$ cat src/hw/rtl/rsc_pkg.sv
// Shared constants and types of the room slot cache.
package rsc_pkg;

	localparam int SLOTS  = 32;
	localparam int ROOMS  = 256;
	localparam int SLOT_W = $clog2(SLOTS);
	localparam int ROOM_W = $clog2(ROOMS);
	localparam int CNT_W  = 6;

	typedef enum logic [1:0] {
		CMD_TOUCH    = 2'd0,
		CMD_FREE     = 2'd1,
		CMD_SET_BASE = 2'd2,
		CMD_NOP      = 2'd3
	} cmd_t;

	// Commands from the controller to the datapath
	typedef struct packed {
		logic capture;
		logic exec;
	} ctrl_cmd_t;

	// Status from the datapath to the controller
	typedef struct packed {
		logic out_busy;
	} dp_status_t;

endpackage

$ cat src/hw/rtl/rsc_if.sv
// Channel interfaces of the room slot cache: request, response, configuration.
interface rsc_req_if;
	logic                       valid;
	logic                       ready;
	logic [1:0]                 command;
	logic [rsc_pkg::ROOM_W-1:0] room;
	logic [rsc_pkg::SLOT_W-1:0] slot;

	modport source(output valid, command, room, slot, input ready);
	modport sink(input valid, command, room, slot, output ready);
endinterface

interface rsc_rsp_if;
	logic                       valid;
	logic                       ready;
	logic [rsc_pkg::SLOT_W-1:0] slot_out;
	logic                       refill;

	modport source(output valid, slot_out, refill, input ready);
	modport sink(input valid, slot_out, refill, output ready);
endinterface

interface rsc_cfg_if;
	logic                      valid;
	logic                      ready;
	logic [rsc_pkg::CNT_W-1:0] data;

	modport source(output valid, data, input ready);
	modport sink(input valid, data, output ready);
endinterface

$ cat src/hw/rtl/rsc_ram.sv
// Generic single-port-write, single-port-read RAM with registered read.
module rsc_ram #(
	parameter int WIDTH = 8,
	parameter int DEPTH = 256
) (
	input  logic                     clk,
	input  logic                     we,
	input  logic [$clog2(DEPTH)-1:0] waddr,
	input  logic [WIDTH-1:0]         wdata,
	input  logic                     re,
	input  logic [$clog2(DEPTH)-1:0] raddr,
	output logic [WIDTH-1:0]         rdata
);

	logic [WIDTH-1:0] mem_q [DEPTH];

	// Write and registered read
	always_ff @(posedge clk) begin
		if (we) begin
			mem_q[waddr] <= wdata;
		end
		if (re) begin
			rdata <= mem_q[raddr];
		end
	end

endmodule

$ cat src/hw/rtl/rsc_ctrl.sv
// Controller of the room slot cache: capture an item, then execute it.
module rsc_ctrl (
	input  logic                clk,
	input  logic                arst_n,
	input  logic                req_valid,
	output logic                req_ready,
	input  rsc_pkg::dp_status_t status,
	output rsc_pkg::ctrl_cmd_t  cmd
);

	typedef enum logic {
		ST_IDLE,
		ST_EXEC
	} state_t;

	state_t state_q;
	logic   ready_q;

	// Decode commands for the datapath
	always_comb begin
		cmd.capture = req_valid && ready_q;
		cmd.exec    = (state_q == ST_EXEC) && !status.out_busy;
	end

	assign req_ready = ready_q;

	// Hold state and the ready flag
	always_ff @(posedge clk or negedge arst_n) begin
		if (!arst_n) begin
			state_q <= ST_IDLE;
			ready_q <= 1'b1;
		end else begin
			case (state_q)
				ST_IDLE: begin
					if (cmd.capture) begin
						state_q <= ST_EXEC;
						ready_q <= 1'b0;
					end
				end
				ST_EXEC: begin
					if (cmd.exec) begin
						state_q <= ST_IDLE;
						ready_q <= 1'b1;
					end
				end
				default: begin
					state_q <= ST_IDLE;
					ready_q <= 1'b1;
				end
			endcase
		end
	end

endmodule

$ cat src/hw/rtl/rsc_dp.sv
// Datapath of the room slot cache: link table, slot tables and result register.
module rsc_dp (
	input  logic                       clk,
	input  logic                       arst_n,
	input  logic [1:0]                 req_command,
	input  logic [rsc_pkg::ROOM_W-1:0] req_room,
	input  logic [rsc_pkg::SLOT_W-1:0] req_slot,
	input  logic                       cfg_valid,
	input  logic [rsc_pkg::CNT_W-1:0]  cfg_data,
	input  rsc_pkg::ctrl_cmd_t         cmd,
	output rsc_pkg::dp_status_t        status,
	output logic                       rsp_valid,
	input  logic                       rsp_ready,
	output logic [rsc_pkg::SLOT_W-1:0] rsp_slot_out,
	output logic                       rsp_refill
);

	// Captured item
	rsc_pkg::cmd_t              cmd_q;
	logic [rsc_pkg::ROOM_W-1:0] room_q;
	logic [rsc_pkg::SLOT_W-1:0] slot_q;

	// Room to slot links: valid flags in flops, slot index in RAM
	logic [rsc_pkg::ROOMS-1:0]  link_valid_q;
	logic [rsc_pkg::SLOT_W-1:0] link_slot;
	logic                       link_we;

	// Per-slot state
	logic [rsc_pkg::SLOTS-1:0]  owner_valid_q;
	logic [rsc_pkg::ROOM_W-1:0] owner_room_q [rsc_pkg::SLOTS];
	logic [rsc_pkg::SLOTS-1:0]  base_valid_q;
	logic [rsc_pkg::ROOM_W-1:0] base_room_q [rsc_pkg::SLOTS];
	logic [rsc_pkg::SLOTS-1:0]  aged_q;

	logic                       cur_base_valid_q;
	logic [rsc_pkg::ROOM_W-1:0] cur_base_q;
	logic [rsc_pkg::CNT_W-1:0]  slots_in_use_q;

	// Result register
	logic                       out_valid_q;
	logic [rsc_pkg::SLOT_W-1:0] slot_out_q;
	logic                       refill_q;

	// Execute-cycle decode
	logic                       is_touch;
	logic                       link_hit;
	logic                       tag_eq;
	logic                       hit;
	logic [rsc_pkg::CNT_W-1:0]  search_len;
	logic [rsc_pkg::SLOTS-1:0]  search_mask;
	logic [rsc_pkg::SLOTS-1:0]  free_vec;
	logic [rsc_pkg::SLOTS-1:0]  first_free;
	logic [rsc_pkg::SLOT_W-1:0] pick;
	logic [rsc_pkg::SLOT_W-1:0] result_slot;
	logic [rsc_pkg::SLOTS-1:0]  owner_next;

	rsc_ram #(
		.WIDTH(rsc_pkg::SLOT_W),
		.DEPTH(rsc_pkg::ROOMS)
	) u_link_ram (
		.clk  (clk),
		.we   (link_we),
		.waddr(room_q),
		.wdata(pick),
		.re   (cmd.capture),
		.raddr(req_room),
		.rdata(link_slot)
	);

	// Compare the current base against the linked slot's base
	always_comb begin
		is_touch = (cmd_q == rsc_pkg::CMD_TOUCH);
		link_hit = link_valid_q[room_q];
		tag_eq   = (cur_base_valid_q == base_valid_q[link_slot]) &&
		           (!cur_base_valid_q || (cur_base_q == base_room_q[link_slot]));
		hit      = link_hit && tag_eq;
		link_we  = cmd.exec && is_touch && !hit;
	end

	// Find the first free slot within the search length, else slot 0
	always_comb begin
		search_len = (slots_in_use_q > rsc_pkg::CNT_W'(rsc_pkg::SLOTS)) ?
		             rsc_pkg::CNT_W'(rsc_pkg::SLOTS) : slots_in_use_q;
		for (int i = 0; i < rsc_pkg::SLOTS; i++) begin
			search_mask[i] = rsc_pkg::CNT_W'(i) < search_len;
		end
		free_vec   = aged_q & search_mask;
		first_free = free_vec & (~free_vec + rsc_pkg::SLOTS'(1));
		pick       = '0;
		for (int i = 0; i < rsc_pkg::SLOTS; i++) begin
			pick = pick | (first_free[i] ? rsc_pkg::SLOT_W'(i) : '0);
		end
	end

	// Drop the old owner of a relinked room, then take the picked slot
	always_comb begin
		owner_next = owner_valid_q;
		if (link_hit) begin
			owner_next[link_slot] = 1'b0;
		end
		owner_next[pick] = 1'b1;
	end

	always_comb begin
		if (!is_touch) begin
			result_slot = slot_q;
		end else if (hit) begin
			result_slot = link_slot;
		end else begin
			result_slot = pick;
		end
	end

	assign status.out_busy = out_valid_q && !rsp_ready;

	// Capture the item payload
	always_ff @(posedge clk) begin
		if (cmd.capture) begin
			cmd_q  <= rsc_pkg::cmd_t'(req_command);
			room_q <= req_room;
			slot_q <= req_slot;
		end
	end

	// Update slot and link state on execute
	always_ff @(posedge clk or negedge arst_n) begin
		if (!arst_n) begin
			link_valid_q     <= '0;
			owner_valid_q    <= '0;
			base_valid_q     <= '0;
			aged_q           <= '1;
			cur_base_valid_q <= 1'b0;
			slots_in_use_q   <= '0;
		end else begin
			if (cfg_valid) begin
				slots_in_use_q <= cfg_data;
			end
			if (cmd.exec) begin
				case (cmd_q)
					rsc_pkg::CMD_TOUCH: begin
						if (hit) begin
							aged_q[link_slot] <= 1'b0;
						end else begin
							link_valid_q[room_q] <= 1'b1;
							owner_valid_q        <= owner_next;
							aged_q[pick]         <= 1'b0;
							base_valid_q[pick]   <= cur_base_valid_q;
						end
					end
					rsc_pkg::CMD_FREE: begin
						if (owner_valid_q[slot_q]) begin
							link_valid_q[owner_room_q[slot_q]] <= 1'b0;
						end
						owner_valid_q[slot_q] <= 1'b0;
						base_valid_q[slot_q]  <= 1'b0;
						aged_q[slot_q]        <= 1'b1;
					end
					rsc_pkg::CMD_SET_BASE: begin
						cur_base_valid_q <= 1'b1;
					end
					default: begin
					end
				endcase
			end
		end
	end

	// Update slot payload fields, which are qualified by their valid flags
	always_ff @(posedge clk) begin
		if (cmd.exec) begin
			if (is_touch && !hit) begin
				owner_room_q[pick] <= room_q;
				base_room_q[pick]  <= cur_base_q;
			end
			if (cmd_q == rsc_pkg::CMD_SET_BASE) begin
				cur_base_q <= room_q;
			end
		end
	end

	// Hold the result until the transfer completes
	always_ff @(posedge clk or negedge arst_n) begin
		if (!arst_n) begin
			out_valid_q <= 1'b0;
		end else if (cmd.exec) begin
			out_valid_q <= 1'b1;
		end else if (rsp_ready) begin
			out_valid_q <= 1'b0;
		end
	end

	always_ff @(posedge clk) begin
		if (cmd.exec) begin
			slot_out_q <= result_slot;
			refill_q   <= is_touch && !hit;
		end
	end

	assign rsp_valid    = out_valid_q;
	assign rsp_slot_out = slot_out_q;
	assign rsp_refill   = refill_q;

endmodule

$ cat src/hw/rtl/room_slot_cache_unit.sv
// Top level of the room slot cache.
// Usage:
//   req carries one command per transfer: touch a room, free a slot, or set
//   the current base room. rsp returns one result per request: the slot of a
//   touched room (or the echoed slot) and a refill flag that asks for the
//   slot's contents to be rebuilt. cfg writes slots_in_use, the number of
//   slots searched for a free one; write it only while the unit is idle.
// Timing:
//   A request is captured in its transfer cycle, which also reads the room link
//   RAM; the execute state then resolves hit or miss, updates the tables and
//   loads the result register, waiting while that register still holds a result.
//   The result and req.ready are both registered at the end of execute, so a
//   new request is taken only once the last one has executed.
// Reset:
//   All rooms unlinked, all slots free, no base room, slots_in_use zero.
//   Valid flags clear at once, so there is no clearing pass.
// Backpressure:
//   The result register holds while rsp.ready is low; the next request is
//   still captured and waits in its execute cycle until the register drains.
module room_slot_cache_unit (
	input logic      clk,
	input logic      arst_n,
	rsc_req_if.sink  req,
	rsc_rsp_if.source rsp,
	rsc_cfg_if.sink  cfg
);

	rsc_pkg::ctrl_cmd_t  ctrl_cmd;
	rsc_pkg::dp_status_t dp_status;

	assign cfg.ready = 1'b1;

	rsc_ctrl u_ctrl (
		.clk      (clk),
		.arst_n   (arst_n),
		.req_valid(req.valid),
		.req_ready(req.ready),
		.status   (dp_status),
		.cmd      (ctrl_cmd)
	);

	rsc_dp u_dp (
		.clk         (clk),
		.arst_n      (arst_n),
		.req_command (req.command),
		.req_room    (req.room),
		.req_slot    (req.slot),
		.cfg_valid   (cfg.valid),
		.cfg_data    (cfg.data),
		.cmd         (ctrl_cmd),
		.status      (dp_status),
		.rsp_valid   (rsp.valid),
		.rsp_ready   (rsp.ready),
		.rsp_slot_out(rsp.slot_out),
		.rsp_refill  (rsp.refill)
	);

endmodule

$ cat src/flat_wrapper.sv
// flat-port wrapper written by rule: the top's interface ports become plain ports
module room_slot_cache_unit_flat 
  (clk, arst_n, req_valid, req_command, req_room, req_slot, req_ready, rsp_valid, rsp_slot_out, rsp_refill, rsp_ready, cfg_valid, cfg_data, cfg_ready);
  rsc_req_if req_i ();
  rsc_rsp_if rsp_i ();
  rsc_cfg_if cfg_i ();
  input logic clk;
  input logic arst_n;
  input wire logic [$bits(req_i.valid)-1:0] req_valid;
  input wire logic [$bits(req_i.command)-1:0] req_command;
  input wire logic [$bits(req_i.room)-1:0] req_room;
  input wire logic [$bits(req_i.slot)-1:0] req_slot;
  output wire logic [$bits(req_i.ready)-1:0] req_ready;
  output wire logic [$bits(rsp_i.valid)-1:0] rsp_valid;
  output wire logic [$bits(rsp_i.slot_out)-1:0] rsp_slot_out;
  output wire logic [$bits(rsp_i.refill)-1:0] rsp_refill;
  input wire logic [$bits(rsp_i.ready)-1:0] rsp_ready;
  input wire logic [$bits(cfg_i.valid)-1:0] cfg_valid;
  input wire logic [$bits(cfg_i.data)-1:0] cfg_data;
  output wire logic [$bits(cfg_i.ready)-1:0] cfg_ready;
  assign req_i.valid = req_valid;
  assign req_i.command = req_command;
  assign req_i.room = req_room;
  assign req_i.slot = req_slot;
  assign req_ready = req_i.ready;
  assign rsp_valid = rsp_i.valid;
  assign rsp_slot_out = rsp_i.slot_out;
  assign rsp_refill = rsp_i.refill;
  assign rsp_i.ready = rsp_ready;
  assign cfg_i.valid = cfg_valid;
  assign cfg_i.data = cfg_data;
  assign cfg_ready = cfg_i.ready;
  room_slot_cache_unit u_core (.clk(clk), .arst_n(arst_n), .req(req_i), .rsp(rsp_i), .cfg(cfg_i));
endmodule
$ cat config.mk
export PLATFORM = sky130hd
export DESIGN_NAME = room_slot_cache_unit_flat
export DESIGN_NICKNAME = d
export VERILOG_FILES = /design/src/hw/rtl/rsc_pkg.sv /design/src/hw/rtl/rsc_if.sv /design/src/hw/rtl/rsc_ram.sv /design/src/hw/rtl/rsc_ctrl.sv /design/src/hw/rtl/rsc_dp.sv /design/src/hw/rtl/room_slot_cache_unit.sv /design/src/flat_wrapper.sv
export SDC_FILE = /design/constraint.sdc
export NUM_CORES = 2
export LEC_CHECK = 0
export BUFFER_PORTS_ARGS = -buffer_cell sky130_fd_sc_hd__buf_2
export CAP_MARGIN = 10
export CORE_AREA = 10 10 441 443
export CTS_BUF_LIST = sky130_fd_sc_hd__clkbuf_16
export CTS_CLUSTER_DIAMETER = 120
export DETAILED_ROUTE_END_ITERATION = 10
export DIE_AREA = 0 0 451 453
export GPL_TIMING_DRIVEN = 1
export HOLD_SLACK_MARGIN = 0.08
export MAX_ROUTING_LAYER = met4
export SYNTH_ARGS = -nofsm -noshare
export SYNTH_HDL_FRONTEND = slang
export SYNTH_HIERARCHICAL = 1
export SYNTH_SLANG_ARGS = --single-unit
$ cat constraint.sdc
create_clock -name clk -period 22.7 [get_ports clk]
set_input_delay 4.54 -clock clk [delete_from_list [all_inputs] [get_ports clk]]
set_output_delay 4.54 -clock clk [all_outputs]
set_load 0.02 [all_outputs]
* After elaboration in Yosys (flattened, before gate mapping)
Memory sizes are Yosys's and may differ from the RTL's. A register that Yosys moved wholly into a read port is not among the register bits.
Cells that the tools add are included.
** Cells by class
- $add $sub $neg :: 1
- Magnitude comparators :: 43
- Equality and inequality tests :: 8
- Muxes and demuxes :: 75
- Bitwise gates (word level) :: 47
- Reductions and logical operators :: 26
** Operator list (count)
- 2-to-1 mux 256 bit :: 2
- case mux 256 bit (2 select lines) :: 1
- bitwise AND 256 bit :: 1
- NOT 256 bit :: 1
- OR 256 bit :: 1
- bitwise AND 32 bit :: 7
- case mux 32 bit (2 select lines) :: 3
- 2-to-1 mux 32 bit :: 4
- NOT 32 bit :: 4
- less-than comparator 5 x 6 -> 1 bit, first input constant :: 16
- 2-to-1 mux 5 bit :: 19
- OR 5 bit :: 15
- OR 32 bit :: 2
- less-than comparator 4 x 6 -> 1 bit, first input constant :: 8
- adder 32 x 1 -> 32 bit, second input constant :: 1
- bitwise mux 32 bit :: 1
- 2-to-1 mux 4 bit :: 8
- OR 4 bit :: 7
- less-than comparator 3 x 6 -> 1 bit, first input constant :: 4
- 2-to-1 mux 1 bit :: 20
- less-than comparator 5 x 6 -> 1 bit, second input constant :: 3
- less-than comparator 8 x 9 -> 1 bit, second input constant :: 2
- demux 1 bit (select 8 bit) :: 2
- greater-or-equal comparator 8 x 1 -> 1 bit, second input constant :: 2
- other kinds (31) :: 66
** Word-level totals
- Flip-flop bits (word level) :: 391
- RAM bits :: 1792
- Input bits :: 26
- Output and inout bits :: 9
- Memories :: 3
** Memory list
- u_core.u_dp.u_link_ram.mem_q :: depth 256, bits a word 5, read ports 1, clocked after memory_dff 1, wr ports 1, line rsc_ram.sv:15 : logic [WIDTH-1:0] mem_q [DEPTH];
- u_core.u_dp.base_room_q :: depth 32, bits a word 8, read ports 1, clocked after memory_dff 0, wr ports 1, line rsc_dp.sv:32 : logic [rsc_pkg::ROOM_W-1:0] base_room_q [rsc_pkg::SLOTS];
- u_core.u_dp.owner_room_q :: depth 32, bits a word 8, read ports 1, clocked after memory_dff 1, wr ports 1, line rsc_dp.sv:30 : logic [rsc_pkg::ROOM_W-1:0] owner_room_q [rsc_pkg::SLOTS];

* Logic depth before layout (Yosys ltp)
- Depth in word-level cells :: 46
- Gate-level depth with buffers :: 21

* Cells and area by module
The synthesis kept the hierarchy.
** By module, submodules not included
- rsc_ram :: times used 1, cells each 2497, area each 50334.5 um2, sequential area each 38587.0 um2
- rsc_dp :: times used 1, cells each 3195, area each 41655.0 um2, sequential area each 25394.4 um2
- rsc_ctrl :: times used 1, cells each 8, area each 96.3 um2, sequential area each 51.3 um2
- room_slot_cache_unit :: times used 1, cells each 2, area each 11.3 um2, sequential area each 0.0 um2

* Worst setup path before layout
Ideal clock, no wire load.
- Path type :: reg2reg
- Start point :: reg u_core/u_dp/slots_in_use_q[5] in the netlist's numbering
- End point :: mem u_core/u_dp/base_room_q[16][0] in the netlist's numbering (enable)
- Setup time :: 0.389 ns
- Data arrival time :: 8.993 ns
- Data required time :: 22.311 ns
- Slack :: 13.318 ns
- Cell stages (with the launch flop) :: 14
- Buffers on the path :: 3
- Period minus slack after synthesis :: 9.382 ns
- Cell sequence :: dfrtp_1 -> buf_2 -> or3_1 -> clkbuf_1 -> o21a_1 -> nor4_1 -> and4_1 -> buf_2 -> a2bb2oi_1 -> nand4_1 -> or2_2 -> nor3_1 -> nand2_1 -> nor2_1
** On the way
- Longest elaborated chain between the ends :: 38
** RTL lines
- start, declared :: line rsc_dp.sv:37 : logic [rsc_pkg::CNT_W-1:0] slots_in_use_q;
- start signal, assigned :: line rsc_dp.sv:136 : slots_in_use_q <= cfg_data;
- greater-than comparator 6 bit :: line rsc_dp.sv:82 : search_len = (slots_in_use_q > rsc_pkg::CNT_W'(rsc_pkg::SLOTS)) ?
- 2-to-1 mux 6 bit * :: line rsc_dp.sv:82
- less-than comparator 1 x 6 -> 1 bit :: line rsc_dp.sv:85 : search_mask[i] = rsc_pkg::CNT_W'(i) < search_len;
- bitwise AND 32 bit * :: line rsc_dp.sv:87 : free_vec = aged_q & search_mask;
- NOT 32 bit :: line rsc_dp.sv:88 : first_free = free_vec & (~free_vec + rsc_pkg::SLOTS'(1));
- adder 32 x 1 -> 32 bit :: line rsc_dp.sv:88
- bitwise AND 32 bit * :: line rsc_dp.sv:88
- 2-to-1 mux 1 bit :: line rsc_dp.sv:91 : pick = pick | (first_free[i] ? rsc_pkg::SLOT_W'(i) : '0);
- [2 not listed]
- OR 2 x 3 -> 3 bit :: line rsc_dp.sv:91
- OR 3 bit (3 in series) :: line rsc_dp.sv:91
- OR 3 x 4 -> 4 bit :: line rsc_dp.sv:91
- OR 4 bit (7 in series) :: line rsc_dp.sv:91
- OR 4 x 5 -> 5 bit :: line rsc_dp.sv:91
- OR 5 bit (14 in series) :: line rsc_dp.sv:91
- OR 5 bit * :: line rsc_dp.sv:91
- named net u_core.u_dp.pick, one bit :: line rsc_dp.sv:53 : logic [rsc_pkg::SLOT_W-1:0] pick;
- end, declared :: line rsc_dp.sv:32
Mark *: on every way through the listed nets, which the timed path passes. The rest lies on a longest branch.

==> results.sh <==
export IMPL_worstPathCellList="buf_8 > buf_4 > buf_4 > mux4_2 > a22oi_1 > a21oi_1 > nor4_1 > a31oi_1 > a311o_1"
export IMPL_synth_ff_type="edfxtp_1"
export IMPL_max_vdd_ir_drop_v=0.0000806
export IMPL_drtPass1Iterations=8
export IMPL_synth_area_top_cells="edfxtp_1 60%, mux4_2 11%, dfrtp_1 8.9%, mux2i_1 3.3%, a21oi_1 2.1%"
export IMPL_clkLatencyLatePin_ps=870
export IMPL_grt_pass1_wl_um=382000
export IMPL_finalSetupTns_ps=0
export IMPL_place_hpwl_um=157000
export IMPL_cts_buffer_depth=3
export IMPL_htreeDepth=4
export IMPL_critPathBufInv=3
export IMPL_clk_pin_slew_worst_paths_ps=60
export IMPL_yosysTopAreaCell="edfxtp_1"
export IMPL_via_per_inst=6.63
export IMPL_synth_area_um2=92100
export IMPL_hold_slack_ps=494
export IMPL_skew_ps=40.6
export IMPL_row_count=158
export IMPL_grt_usage=0.258
export IMPL_worstSetupStartpointType="input port"
export IMPL_max_freq_ghz=0.116
export IMPL_worstSetupPathType="input port to register"
export IMPL_fp_dieW_um=451
export IMPL_grt_overflow=0
export IMPL_detail_route_wl_per_cell_um=31.3
export IMPL_ys_ff_latch=2193
export IMPL_area_delta_synth_final_pct=10.5
export IMPL_cts_resized=0
export IMPL_tritoncts="built"
export IMPL_setup_viol=0
export IMPL_nNetsFinal=5673
export IMPL_hold_violations=0
export IMPL_crit_path_top_delay_cell="nor4_1"
export IMPL_p_total_mw=8.34
export IMPL_synth_edff_count=1826
export IMPL_grt_max_degree=183
export IMPL_path_max_fanout=60
export IMPL_seq_area_frac_synth=0.695
export IMPL_status="complete, no violations"
export IMPL_ioPinCount=35
export IMPL_placed_area_um2=94700
export IMPL_min_period_ps=8590
export IMPL_synth_top_area_frac=0.595
export IMPL_async_flop_share=0.165
export IMPL_holdCritPathClass="register to register"
export IMPL_core_um2=185000
export IMPL_cts_root_buffer="clkbuf_16"
export IMPL_drc=0
export IMPL_final_common_cell="edfxtp_1"
export IMPL_ant_nets=0
export IMPL_cts_buffers=218
export IMPL_drive_above_1_share=0.186
export IMPL_yosysWarnings=6
export IMPL_relSlewSlack=0.107
export IMPL_layout_common_cells="1826 x edfxtp_1, 433 x mux4_2, 378 x a21oi_1"
export IMPL_drt_iter0_drc=6992
export IMPL_finalInstanceArea_um2=102000
export IMPL_max_cap_violations=0
export IMPL_cp_required_ps=23300
export IMPL_fill_cells=14700
export IMPL_crit_family="buffers and inverters"
export IMPL_hold_buffers=0
export IMPL_postCtsSetupRepairBufs=0
export IMPL_dieArea_um2=204000
export IMPL_synth_fp_nets=5728
export IMPL_grt_pass1_vias=54100
export IMPL_crit_arrival_ps=9190
export IMPL_synth_cell_types=98
export IMPL_avgSynthCellArea_um2=16.2
export IMPL_cp_common_cell="buf_4"
export IMPL_cts_sinks=2193
export IMPL_num_vias=55100
export IMPL_antenna_found_initial=8
export IMPL_p_leak_nw=34.1
export IMPL_drv_slew=0
export IMPL_postSynthCellCount=5702
export IMPL_io_buffers=33
export IMPL_rsz0062_at_grt="false"
export IMPL_period_share=0.379
export IMPL_initial_core_util=0.498
export IMPL_wl_um=260000
export IMPL_routabilityCongestion=0.948
export IMPL_tightest_slew_ps=1340
export IMPL_critPathMaxStageDelay_ps=940
export IMPL_p_per_area_nw_per_um2=82.0
export IMPL_die_y_um=453
export IMPL_worstSetupEndpointType="register"
-- Yosys cell counts (12+ instances only) --
cell type     n
o21ai_0     102
buf_6        13
dfstp_2      33
or2_2        13
o31ai_1      21
nand2b_1     23
a211oi_1     23
buf_4        44
clkbuf_1    249
and2_1       21
a22o_1       16
nand4_1      40
a31oi_1     264
inv_1        22
dfrtp_1     329
edfxtp_1   1826
a21oi_1     378
nor4_1       46
and3_1       51
buf_1        32
o21a_1       19
mux2i_1     301
nand3_1      96
a41oi_1      18
buf_2       125
o211ai_1     13
nor2b_1      47
nand2_1     186
nor2_1      405
or3_1        12
nor3_1       55
mux2_2       23
a22oi_1      78
mux4_2      433
o22ai_1     108
-- per-layer routing --
layer,track usage,vias to the layer above,wire (um)
met5,-,-,0
met4,0.0796,0,8620
met3,0.0456,529,23700
met2,0.386,2890,121000
met1,0.362,28900,107000
li1,-,22900,-
-- kinds of logic after synthesis --
family | count (synthesis) | share of synthesized area
XOR/XNOR | 2 | 0.000190
other | 1 | 0.0000407
multiplexers | 757 | 0.141
flip-flops | 2193 | 0.695
AO/OA/AOI/OAI | 1193 | 0.0817
buffers and inverters | 489 | 0.0245
AND/OR/NAND/NOR | 1067 | 0.0569
-- power breakdown --
part	switching (mW)	internal (mW)	total [mW]	leakage, nW
combinational	0.262	0.0878	0.350	9.53
sequential	0.00383	4.44	4.44	21.0
clock	1.54	2.01	3.55	3.57
total	1.81	6.54	8.34	34.1
-- sequential cells by signal (all words and copies together), names as in the netlist, 2 cells and up, named ones only --
register	count
u_core/u_dp/cur_base_q	8
u_core/u_dp/owner_room_q	256
u_core/u_dp/base_room_q	256
u_core/u_dp/room_q	8
u_core/u_dp/aged_q	32
u_core/u_dp/u_link_ram/mem_q	1280
u_core/u_dp/u_link_ram/rdata	5
u_core/u_dp/owner_valid_q	32
u_core/u_dp/link_valid_q	256
u_core/u_dp/cmd_q	2
u_core/u_dp/rsp_slot_out	5
u_core/u_dp/slots_in_use_q	6
u_core/u_dp/base_valid_q	32
u_core/u_dp/slot_q	5
-- worst reg2reg max path, delay by kind of cell (launching register included) --
| family | cells | cell delay (ps) |
|---|---|---|
| multiplexers | 1 | 350 |
| buffers and inverters | 5 | 3370 |
| AND/OR/NAND/NOR | 4 | 2430 |
| flip-flops | 1 | 420 |
| AO/OA/AOI/OAI | 5 | 1080 |
-- area by class of cell --
type	count	area (um2)	area share
inverter	26	105	0.00103
timing repair buffer	188	1400	0.0137
sequential	2193	64000	0.629
tap	2480	3100	0.0305
clock inverter	191	1560	0.0154
antenna	4	10.0	0.0000984
multi-input combinational	3020	26100	0.256
clock buffer	219	5480	0.0538
-- final timing paths --
path	from	to	slack [ps]	cells past startpoint
setup reg to reg	u_core/u_dp/u_link_ram/rdata[1]	u_core/u_dp/u_link_ram/mem_q[139][2]	14680	15
setup / recovery	req_room[0]	u_core/u_dp/u_link_ram/rdata[4]	14110	9
hold / removal	u_core/u_dp/owner_valid_q[25]	u_core/u_dp/owner_valid_q[25]	490	1
hold reg to reg	u_core/u_dp/owner_valid_q[25]	u_core/u_dp/owner_valid_q[25]	490	1
max in group asynchronous	arst_n	u_core/u_dp/link_valid_q[161]	15790	4
min in group asynchronous	arst_n	u_core/u_dp/slots_in_use_q[1]	3730	1
-- stage by stage --
stage | setup slack, ps | std cells | util
after CTS | 14140 | 8316 | 0.550
after floorplan | 13320 | 5702 | -
final | 14110 | 8321 | 0.550
after global placement | 13250 | 7906 | 0.512
after global routing | 13690 | 8318 | 0.550
after detailed placement | 13210 | 7906 | 0.512
(Power assumes the default switching activity.)
